===== config.mk =====
export PLATFORM = sky130hd
export DESIGN_NAME = elevator_disk_request_scheduler_top
export DESIGN_NICKNAME = d
export VERILOG_FILES = /design/src/rtl/edrs_pkg.sv /design/src/rtl/edrs_ram.sv /design/src/rtl/elevator_disk_request_scheduler_top.sv
export SDC_FILE = /design/constraint.sdc
export NUM_CORES = 2
export LEC_CHECK = 0
export BUFFER_PORTS_ARGS = -buffer_cell sky130_fd_sc_hd__buf_4
export CORE_MARGIN = 4
export CORE_UTILIZATION = 50
export DETAILED_ROUTE_END_ITERATION = 16
export GPL_ROUTABILITY_DRIVEN = 0
export PLACE_DENSITY = 0.66
export SKIP_CTS_REPAIR_TIMING = 1
export SLEW_MARGIN = 0
export SYNTH_ARGS = -nofsm -noshare
export SYNTH_HDL_FRONTEND = slang
export SYNTH_SLANG_ARGS = --single-unit

===== constraint.sdc =====
create_clock -name clk -period 32.8 [get_ports clk]
set_input_delay 6.56 -clock clk [delete_from_list [all_inputs] [get_ports clk]]
set_output_delay 6.56 -clock clk [all_outputs]
set_load 0.005 [all_outputs]

===== src/rtl/edrs_pkg.sv =====
// Package for the disk request scheduler: field widths, codes and shared types.
// No dependencies.
package edrs_pkg;
	localparam int DEF_QUEUE_DEPTH = 16;
	localparam int DEF_SECTORS_PER_TRACK = 16;
	localparam int DEF_SECTOR_BYTES = 512;

	localparam logic [1:0] OP_READ = 2'd0;
	localparam logic [1:0] OP_WRITE = 2'd1;
	localparam logic [1:0] OP_SIZE = 2'd2;
	localparam logic [1:0] OP_DONE = 2'd3;

	localparam logic [1:0] RK_CMD = 2'd0;
	localparam logic [1:0] RK_DONE = 2'd1;
	localparam logic [1:0] RK_REJECT = 2'd2;

	localparam logic [1:0] CMD_SEEK = 2'd0;
	localparam logic [1:0] CMD_READ = 2'd1;
	localparam logic [1:0] CMD_WRITE = 2'd2;
	localparam logic [1:0] CMD_SIZE = 2'd3;

	localparam int IN_W = 2 + 16 + 5 + 16 + 32 + 8 + 1 + 16;
	localparam int IN_BYTES_W = ((IN_W + 7) / 8) * 8;
	localparam int OUT_W = 2 + 2 + 16 + 32 + 8 + 1 + 16;
	localparam int OUT_BYTES_W = ((OUT_W + 7) / 8) * 8;

	typedef struct packed {
		logic [15:0] track_total;
		logic        done_status;
		logic [7:0]  done_tag;
		logic [31:0] command_buffer;
		logic [15:0] command_argument;
		logic [1:0]  command;
		logic [1:0]  result_kind;
	} result_t;
endpackage


===== src/rtl/edrs_ram.sv =====
// Generic RAM with one write port and one registered read port.
// No dependencies.
module edrs_ram #(
	parameter int WIDTH = 8,
	parameter int DEPTH = 16
) (
	input  logic                     clk,
	input  logic                     we,
	input  logic [$clog2(DEPTH)-1:0] waddr,
	input  logic [WIDTH-1:0]         wdata,
	input  logic [$clog2(DEPTH)-1:0] raddr,
	output logic [WIDTH-1:0]         rdata
);
	logic [WIDTH-1:0] mem_q [DEPTH];

	always_ff @(posedge clk) begin
		if (we)
			mem_q[waddr] <= wdata;
		rdata <= mem_q[raddr];
	end
endmodule


===== src/rtl/elevator_disk_request_scheduler_top.sv =====
// Disk request scheduler: the sorted insert walks the list one entry at a time, each entry
// passing through a WALK and a WALKC state around the registered RAM read.
// A waiting output word holds the scheduler in ST_OUT until it is taken.
// Not ready while a word is in work. Reset empties all lists and frees every slot;
// the entry RAM holds no reset value. Depends on edrs_pkg and edrs_ram.
module elevator_disk_request_scheduler_top #(
	parameter int QUEUE_DEPTH = edrs_pkg::DEF_QUEUE_DEPTH,
	parameter int SECTORS_PER_TRACK = edrs_pkg::DEF_SECTORS_PER_TRACK,
	parameter int SECTOR_BYTES = edrs_pkg::DEF_SECTOR_BYTES
) (
	input  logic                             clk,
	input  logic                             arst_n,
	input  logic                             s_tvalid,
	output logic                             s_tready,
	// operation, track, start_sector, sector_count, buffer_address, request_tag,
	// completion_status, track_count
	input  logic [edrs_pkg::IN_BYTES_W-1:0]  s_tdata,
	output logic                             m_tvalid,
	input  logic                             m_tready,
	// result_kind, command, command_argument, command_buffer, done_tag, done_status,
	// track_total
	output logic [edrs_pkg::OUT_BYTES_W-1:0] m_tdata,
	output logic                             m_tlast
);
	import edrs_pkg::*;

	localparam int AW = $clog2(QUEUE_DEPTH);
	localparam int PW = AW + 1;
	localparam logic [PW-1:0] NONE = PW'(QUEUE_DEPTH);
	localparam int EW = 2 + 16 + 16 + 16 + 32 + 8 + PW;

	localparam logic [3:0] ST_IDLE = 4'd0;
	localparam logic [3:0] ST_DEC = 4'd1;
	localparam logic [3:0] ST_WALK = 4'd2;
	localparam logic [3:0] ST_WALKC = 4'd3;
	localparam logic [3:0] ST_LINK = 4'd4;
	localparam logic [3:0] ST_DISP = 4'd5;
	localparam logic [3:0] ST_RDA = 4'd6;
	localparam logic [3:0] ST_ISSUE = 4'd7;
	localparam logic [3:0] ST_OUT = 4'd8;
	localparam logic [3:0] ST_CRD = 4'd9;
	localparam logic [3:0] ST_CMP = 4'd10;
	localparam logic [3:0] ST_UPD = 4'd11;
	localparam logic [3:0] ST_LINKP = 4'd12;

	typedef struct packed {
		logic [1:0]    kind;
		logic [15:0]   trk;
		logic [15:0]   sec;
		logic [15:0]   rem;
		logic [31:0]   buff;
		logic [7:0]    tag;
		logic [PW-1:0] link;
	} entry_t;

	logic [3:0] state_q, ret_q;
	logic [1:0] op_q;
	logic [15:0] trk_q, cnt_q, tracks_q;
	logic [4:0] sec_q;
	logic [31:0] buf_q;
	logic [7:0] tag_q;
	logic stat_q;

	logic [QUEUE_DEPTH-1:0] free_q;
	logic [PW-1:0] size_head_q, sweep_head_q, wrap_head_q, active_q;
	logic [15:0] head_track_q;
	logic busy_q;
	logic [1:0] issued_q;

	logic [PW-1:0] new_q, cur_q, prev_q;
	logic use_sweep_q;
	entry_t ent_q;

	result_t res_q;
	logic out_last_q, out_v_q;
	logic pend_last_q;
	result_t pend_res_q;
	logic out_load;

	logic we;
	logic [AW-1:0] waddr, raddr;
	entry_t wdata, rdata;
	entry_t step_ent;

	edrs_ram #(.WIDTH(EW), .DEPTH(QUEUE_DEPTH)) u_ram (
		.clk(clk), .we(we), .waddr(waddr), .wdata(wdata), .raddr(raddr), .rdata(rdata)
	);

	logic [PW-1:0] first_free;
	always_comb begin
		first_free = NONE;
		for (int i = QUEUE_DEPTH - 1; i >= 0; i--)
			if (free_q[i])
				first_free = PW'(i);
	end

	logic bad;
	assign bad = (op_q != OP_SIZE) && ((16'(sec_q) >= 16'(SECTORS_PER_TRACK)) ||
		(cnt_q == '0) || (buf_q == '0));

	assign s_tready = (state_q == ST_IDLE);
	assign m_tvalid = out_v_q;
	assign m_tlast = out_last_q;
	assign m_tdata = OUT_BYTES_W'(res_q);
	assign out_load = (state_q == ST_OUT) && (!out_v_q || m_tready);

	logic [15:0] nsec;
	assign nsec = rdata.sec + 16'd1;

	always_comb begin
		step_ent = rdata;
		if (issued_q != CMD_SEEK) begin
			step_ent.rem = rdata.rem - 16'd1;
			step_ent.buff = rdata.buff + 32'(SECTOR_BYTES);
			if (nsec >= 16'(SECTORS_PER_TRACK)) begin
				step_ent.sec = '0;
				step_ent.trk = rdata.trk + 16'd1;
			end else
				step_ent.sec = nsec;
		end
	end

	always_comb begin
		we = 1'b0;
		waddr = cur_q[AW-1:0];
		wdata = ent_q;
		raddr = cur_q[AW-1:0];
		unique case (state_q)
			ST_DEC: begin
				waddr = first_free[AW-1:0];
				wdata.kind = op_q;
				wdata.tag = tag_q;
				wdata.trk = (op_q == OP_SIZE) ? 16'd0 : trk_q;
				wdata.sec = (op_q == OP_SIZE) ? 16'd0 : 16'(sec_q);
				wdata.rem = (op_q == OP_SIZE) ? 16'd0 : cnt_q;
				wdata.buff = (op_q == OP_SIZE) ? 32'd0 : buf_q;
				wdata.link = size_head_q;
				we = !bad && first_free != NONE && op_q == OP_SIZE;
			end
			ST_LINK: begin
				we = 1'b1;
				waddr = new_q[AW-1:0];
				wdata.kind = op_q;
				wdata.tag = tag_q;
				wdata.trk = trk_q;
				wdata.sec = 16'(sec_q);
				wdata.rem = cnt_q;
				wdata.buff = buf_q;
				wdata.link = cur_q;
			end
			ST_LINKP: begin
				we = 1'b1;
				waddr = prev_q[AW-1:0];
				wdata.link = new_q;
			end
			ST_UPD: begin
				we = 1'b1;
				waddr = active_q[AW-1:0];
			end
			default: ;
		endcase
	end

	always_ff @(posedge clk or negedge arst_n) begin
		if (!arst_n) begin
			state_q <= ST_IDLE;
			ret_q <= ST_IDLE;
			free_q <= '1;
			size_head_q <= NONE;
			sweep_head_q <= NONE;
			wrap_head_q <= NONE;
			active_q <= NONE;
			head_track_q <= '0;
			busy_q <= 1'b0;
			issued_q <= CMD_SEEK;
			out_v_q <= 1'b0;
		end else begin
			if (out_load)
				out_v_q <= 1'b1;
			else if (m_tready)
				out_v_q <= 1'b0;
			unique case (state_q)
				ST_IDLE: begin
					if (s_tvalid) begin
						op_q <= s_tdata[1:0];
						trk_q <= s_tdata[17:2];
						sec_q <= s_tdata[22:18];
						cnt_q <= s_tdata[38:23];
						buf_q <= s_tdata[70:39];
						tag_q <= s_tdata[78:71];
						stat_q <= s_tdata[79];
						tracks_q <= s_tdata[95:80];
						state_q <= (s_tdata[1:0] == OP_DONE) ? ST_CRD : ST_DEC;
						cur_q <= active_q;
					end
				end
				ST_DEC: begin
					if (bad || first_free == NONE) begin
						pend_res_q <= '{result_kind: RK_REJECT, done_tag: tag_q, default: '0};
						pend_last_q <= 1'b1;
						ret_q <= ST_IDLE;
						state_q <= ST_OUT;
					end else begin
						free_q[first_free[AW-1:0]] <= 1'b0;
						new_q <= first_free;
						if (op_q == OP_SIZE) begin
							size_head_q <= first_free;
							state_q <= ST_DISP;
						end else begin
							use_sweep_q <= trk_q >= head_track_q;
							cur_q <= (trk_q >= head_track_q) ? sweep_head_q : wrap_head_q;
							prev_q <= NONE;
							state_q <= ST_WALK;
						end
					end
				end
				ST_WALK: state_q <= (cur_q == NONE) ? ST_LINK : ST_WALKC;
				ST_WALKC: begin
					if (rdata.trk < trk_q) begin
						ent_q <= rdata;
						prev_q <= cur_q;
						cur_q <= rdata.link;
						state_q <= ST_WALK;
					end else
						state_q <= ST_LINK;
				end
				ST_LINK: begin
					if (prev_q == NONE) begin
						if (use_sweep_q)
							sweep_head_q <= new_q;
						else
							wrap_head_q <= new_q;
						state_q <= ST_DISP;
					end else
						state_q <= ST_LINKP;
				end
				ST_LINKP: state_q <= ST_DISP;
				ST_DISP: begin
					if (busy_q || (size_head_q == NONE && sweep_head_q == NONE &&
						wrap_head_q == NONE)) begin
						state_q <= ST_IDLE;
					end else begin
						if (size_head_q != NONE)
							cur_q <= size_head_q;
						else if (sweep_head_q != NONE)
							cur_q <= sweep_head_q;
						else begin
							cur_q <= wrap_head_q;
							wrap_head_q <= NONE;
						end
						state_q <= ST_RDA;
					end
				end
				ST_RDA: begin
					state_q <= ST_ISSUE;
				end
				ST_ISSUE: begin
					active_q <= cur_q;
					ent_q <= rdata;
					if (size_head_q != NONE)
						size_head_q <= rdata.link;
					else
						sweep_head_q <= rdata.link;
					state_q <= ST_UPD;
				end
				ST_OUT: begin
					if (out_load) begin
						res_q <= pend_res_q;
						out_last_q <= pend_last_q;
						state_q <= ret_q;
					end
				end
				ST_CRD: begin
					if (!busy_q || active_q == NONE)
						state_q <= ST_IDLE;
					else
						state_q <= ST_CMP;
				end
				ST_CMP: begin
					if (stat_q || issued_q == CMD_SIZE ||
						(issued_q != CMD_SEEK && rdata.rem <= 16'd1)) begin
						pend_res_q <= '{result_kind: RK_DONE, done_tag: rdata.tag,
							done_status: stat_q,
							track_total: (stat_q || issued_q != CMD_SIZE) ? 16'd0 : tracks_q,
							default: '0};
						free_q[active_q[AW-1:0]] <= 1'b1;
						active_q <= NONE;
						busy_q <= 1'b0;
						pend_last_q <= (size_head_q == NONE && sweep_head_q == NONE &&
							wrap_head_q == NONE);
						ret_q <= ST_DISP;
						state_q <= ST_OUT;
					end else begin
						ent_q <= step_ent;
						busy_q <= 1'b0;
						state_q <= ST_UPD;
					end
				end
				ST_UPD: begin
					if (ent_q.kind == OP_SIZE) begin
						pend_res_q <= '{result_kind: RK_CMD, command: CMD_SIZE, default: '0};
						issued_q <= CMD_SIZE;
					end else if (ent_q.trk != head_track_q) begin
						head_track_q <= ent_q.trk;
						pend_res_q <= '{result_kind: RK_CMD, command: CMD_SEEK,
							command_argument: ent_q.trk, default: '0};
						issued_q <= CMD_SEEK;
					end else begin
						pend_res_q <= '{result_kind: RK_CMD,
							command: (ent_q.kind == OP_READ) ? CMD_READ : CMD_WRITE,
							command_argument: ent_q.sec, command_buffer: ent_q.buff,
							default: '0};
						issued_q <= (ent_q.kind == OP_READ) ? CMD_READ : CMD_WRITE;
					end
					busy_q <= 1'b1;
					pend_last_q <= 1'b1;
					ret_q <= ST_IDLE;
					state_q <= ST_OUT;
				end
				default: state_q <= ST_IDLE;
			endcase
		end
	end
endmodule


* Word-level counts from Yosys, hierarchy flattened *
Memories as Yosys holds them, arrays and structs flattened. A register that Yosys moved wholly into a read port is not among the register bits.
Index checks and enable logic that the tools add are counted.

word-level totals
  register bits after elaboration = 427
  memories kept = 1
  RAM bits = 1,520
  logic and storage cells = 264

cells by class
  eq/ne operators = 46
  reduce and logical (&&, ||, !) cells = 54
  bitwise operators = 6
  $add $sub $neg = 4
  order comparisons = 9
  multiplexer cells = 98

memory list
  name         words  width  read ports  clocked after memory_dff  wr ports  line            source
  u_ram.mem_q  16     95     1           1                         1         edrs_ram.sv:14  logic [WIDTH-1:0] mem_q [DEPTH];

operators with widths
  kind                                            number
  case mux 95 bit (3 select lines)                1
  case mux 77 bit (3 select lines)                1
  two-way mux 5 bit                               40
  two-way mux 95 bit                              2
  case mux 90 bit (2 select lines)                1
  two-way mux 77 bit                              2
  two-way mux 16 bit                              7
  two-way mux 52 bit                              2
  two-way mux 80 bit                              1
  case mux 4 bit (13 select lines)                1
  case mux 5 bit (2 select lines)                 5
  != test 2 bit, second input constant            19
  == test 5 bit, second input constant            7
  adder 16 x 1 -> 16 bit, second input constant   2
  adder 32 x 10 -> 32 bit, second input constant  1
  logical NOT 32 bit                              1
  two-way mux 32 bit                              1
  two-way mux 4 bit                               8
  case mux 16 bit (2 select lines)                1
  == test 4 bit, second input constant            5
  case mux 5 bit (4 select lines)                 1
  AND reduction 4 bit                             5
  AND reduction 3 bit                             6
  nonzero test 2 bit                              9
  40 further kinds                                88

* Longest topological paths before layout *
  depth after elaboration = 24
  gate-level depth with buffers = 10
  gate-level depth less buffers = 8

* Cells and area by module *
From an unflattened synthesis, not the netlist that was laid out.

second synthesis, totals
  cells, all modules = 3,871
  area total of the unflattened synthesis = 77,325.4 sq um

by module, submodules not included
  module                               cells each  instances  sequential area each (sq um)  area an instance (sq um)
  edrs_ram                             2,434       1          47,545.6                      58,693.8
  elevator_disk_request_scheduler_top  1,437       1          12,451.9                      18,631.6

* Least setup slack after synthesis *
OpenSTA, ideal clock, no wires.

  path type = reg2reg
  start point = register state_q[1]
  end point = memory u_ram.mem_q[11][0] in the netlist's numbering (enable)
  data arrival time = 10.686 ns
  library setup time = 0.782 ns
  period minus slack after synthesis = 11.468 ns
  path slack = 21.332 ns
  cell stages (with the launch flop) = 8
  cells stage by stage = dfrtp_1 -> buf_2 -> nand2b_4 -> or3_1 -> buf_2 -> clkbuf_1 -> o211a_1 -> nor4_1

between the ends
  cells in the longest elaborated chain, start to end = 5

RTL lines
  item                                                            line                                        source
  start: declaration                                              elevator_disk_request_scheduler_top.sv:56   logic [3:0] state_q, ret_q;
  start signal: assignment                                        elevator_disk_request_scheduler_top.sv:193  state_q <= (s_tdata[1:0] == OP_DONE) ? ST_CRD : ST_DEC;
  start signal: assignment                                        elevator_disk_request_scheduler_top.sv:217  ST_WALK: state_q <= (cur_q == NONE) ? ST_LINK : ST_WALKC;
  start signal: assignment                                        elevator_disk_request_scheduler_top.sv:270  state_q <= ret_q;
  == test 4 bit / == test 4 x 3 -> 1 bit (equally long branches)  elevator_disk_request_scheduler_top.sv:128  unique case (state_q)
  OR reduction 3 bit (no line)                                    --
  case mux 1 bit (2 select lines)                                 elevator_disk_request_scheduler_top.sv:128
  two-way mux 1 bit                                               edrs_ram.sv:17                              if (we)
  two-way mux 1 bit (implied by the code)                         edrs_ram.sv:18                              mem_q[waddr] <= wdata;
  end: declaration                                                edrs_ram.sv:14

Several ways; a longest one is shown, not always the timed one.

* Worst setup path in the final report *
  start point = register state_q[1]
  end point = output port s_tready

between the ends
  cells in the longest elaborated chain, start to end = 1

RTL lines
  item               line                                        source
  logical NOT 4 bit  elevator_disk_request_scheduler_top.sv:101  assign s_tready = (state_q == ST_IDLE);
  end: declaration   elevator_disk_request_scheduler_top.sv:14   output logic s_tready,

No other way between the ends.

==> results.json <==
{
  "outcome": "finished, final reports clean",
  "cts_buffer_depth": 3,
  "report.final.slew_viol_count": 0,
  "relSlewSlack_pct": 21.8,
  "cts_made_buffers": 195,
  "overflow": 0,
  "first_iter_violations": 4461,
  "cts_sinks": 2039,
  "worst_hold_slack_ns": 0.404,
  "synthArstFlopShare_pct": 2.99,
  "pin_count": 183,
  "die_w_um": 402,
  "ant_nets": 0,
  "synth-seq-cells": 2039,
  "fin_crit_ns": 9.18,
  "drc_errors": 0,
  "critPathKind": "reg2out",
  "arrival_ns": 2.62,
  "core_um2": 154000,
  "rsz0062_at_grt": "no",
  "synth_edf_count": 1883,
  "fin_crit_sh_pct": 28.0,
  "final-hold-violation-count": 0,
  "synth_area_per_cell_um2": 21.3,
  "grt_pass1_vias": 38300,
  "wl_um": 181000,
  "finalNonFillerCells": 6162,
  "clk_latency_ns": 0.84,
  "critPathSlowestCell": "dfrtp_1",
  "routedWlPerCell_um": 29.4,
  "synthDistinctLibCells": 84,
  "synth_flop_cell": "edfxtp_1",
  "p_leak_nw": 28.8,
  "synthToLayoutAreaGrowth_pct": 13.9,
  "multi_input_area_um2": 17100,
  "routed_via_density": 6.12,
  "final_net_count": 4082,
  "regArea_um2": 60000,
  "grt_max_degree": 147,
  "mostFrequentLayoutCells": "1883 x edfxtp_1, 475 x mux4_2, 246 x buf_4",
  "layout_commonest_cell": "edfxtp_1",
  "track_usage_pct": 22.5,
  "cap_violations": 0,
  "syn_area_um2": 77800,
  "cts_tree": "yes",
  "first_pass_iters": 7,
  "skew_ns": 0.0386,
  "antenna_found_initial": 3,
  "vias": 37700,
  "hp-class": "reg2reg",
  "drive_above_1_share_pct": 27.5,
  "yosys_warnings": 0,
  "crit_required_ns": 26.24,
  "synthCells": 3657,
  "setup_tns_ns": 0,
  "yosysSeqAreaShare_pct": 77.1,
  "cts-htree-levels": 4,
  "power_density_nw_per_um2": 72.9,
  "start_util_pct": 50.4,
  "ir_drop_uv": 54.1,
  "worstMarginPinSlew_ns": 1.17,
  "critPathMaxFanout": 26,
  "portBuffers": 179,
  "path_clk_slew_ns": 0.06,
  "dp_hpwl_um": 96900,
  "start_kind": "register",
  "root_buffer": "clkbuf_16",
  "die_h_um": 402,
  "finalSetupViolCount": 0,
  "place_inst": 5792,
  "cpPeakStageDelay_ns": 0.70,
  "crit_chain": "or2_2 -> nor3_1 -> buf_4",
  "fmax_mhz": 109,
  "grt_pass1_wl_um": 266000,
  "dieArea_um2": 162000,
  "end_kind": "output pin",
  "fillCellCount": 11200,
  "rows": 144
}
registers in the layout (all words and copies together), names as in the netlist, 4 cells and up:
| register | cells |
|---|---|
| tracks_q | 16 |
| head_track_q | 16 |
| trk_q | 16 |
| u_ram.mem_q | 1520 |
| new_q | 5 |
| state_q | 4 |
| buf_q | 32 |
| sec_q | 5 |
| tag_q | 8 |
| u_ram.rdata | 95 |
| m_tdata | 77 |
| ent_q | 95 |
| size_head_q | 5 |
| cur_q | 5 |
| sweep_head_q | 5 |
| active_q | 5 |
| free_q | 16 |
| prev_q | 5 |
| pend_res_q | 77 |
| wrap_head_q | 5 |
| cnt_q | 16 |
through the flow:
step | util (%) | worst slack [ns] | cell area (um2) | power, mW
floorplan | - | 21.33 | 77800 | 3.88
global placement | 53.1 | 23.23 | 81900 | 4.18
detailed placement | 53.1 | 23.18 | 81900 | 4.20
CTS | 57.4 | 23.61 | 88600 | 6.50
global route | 57.4 | 23.51 | 88600 | 6.69
finish | 57.4 | 23.62 | 88600 | 6.46
worst max-delay path: cells and delay by family, from the launching register on:
| family | cells | cell delay (ns) |
|---|---|---|
| buf+inv | 1 | 0.20 |
| simple gates | 2 | 0.88 |
| flops | 1 | 0.70 |
synth_stat cells, types with 5 or more instances:
library cell     n  area, um2
xor2_1          18        158
o2111ai_1       11       96.3
nor2_1          62        233
a21oi_1         27        135
or3_1            5       31.3
mux2_2          19        214
mux4_2         475      10700
ha_1            37        463
dfxtp_1         95       1900
nor3_1          35        175
nand3_1         20        100
nor4_1          40        250
o21a_1           8       60.1
o21ai_0         44        220
o21ai_1          9       45.0
clkbuf_1        88        330
xnor2_1         52        455
o21bai_1         5       37.5
a31oi_1         42        263
a21o_1          15        113
inv_1           52        195
buf_2           49        245
edfxtp_1      1883      56500
mux2i_1          5       50.1
and2_1          69        432
dfstp_2         20        526
buf_1           23       86.3
and3_1          19        119
nand2b_1        21        131
nor2b_1         12       75.1
o211ai_1         7       52.6
a22o_1          80        701
a211oi_1        12       90.1
nand4_1         22        138
dfrtp_1         41       1030
nand2_1        138        518
buf_4            6       45.0
a222oi_1        12        120
metal layers:
metal,global-route usage (%),vias up,part of all wire (%)
li1,-,15800,-
met1,32.1,20100,41
met2,36.7,1644,50
met3,4.01,235,7.8
met4,5.17,0,1.8
met5,0,-,0
final cells by class:
class | instances | area share (%)
antenna | 2 | 0.00565
clock buffer | 262 | 6.13
clock inverter | 106 | 1.40
inverter | 52 | 0.220
multi-input combinational | 1399 | 19.3
sequential | 2039 | 67.7
tap | 2044 | 2.89
timing repair buffer | 258 | 2.36
cells by family after synthesis:
family	after synthesis	synth area share (%)
AO/OA/AOI/OAI	314	2.96
AND/OR/NAND/NOR	476	3.24
XOR/XNOR	70	0.788
multiplexers	499	14.1
buffers and inverters	221	1.20
flip-flops	2039	77.1
adder cells (fa/ha/maj)	37	0.595
other	1	0.00482
worst paths after layout:
kind                                  from                 to  slack (ns)  depth (start not counted)
min reg2reg                u_ram.rdata[19]          ent_q[19]        0.40                          0
min in group asynchronous           arst_n    head_track_q[6]        5.64                          1
max reg2reg                     state_q[2]  u_ram.mem_q[2][9]       27.26                          8
max in group asynchronous           arst_n     wrap_head_q[1]       26.23                          2
max                             state_q[1]           s_tready       23.62                          3
min                        u_ram.rdata[19]          ent_q[19]        0.40                          0
power breakdown:
part           internal, mW  switching, mW
combinational         0.365          0.549
clock                  1.34          0.968
sequential             3.14         0.0909
total                  4.85           1.61
Note: power is estimated with default switching activity, not from simulation.
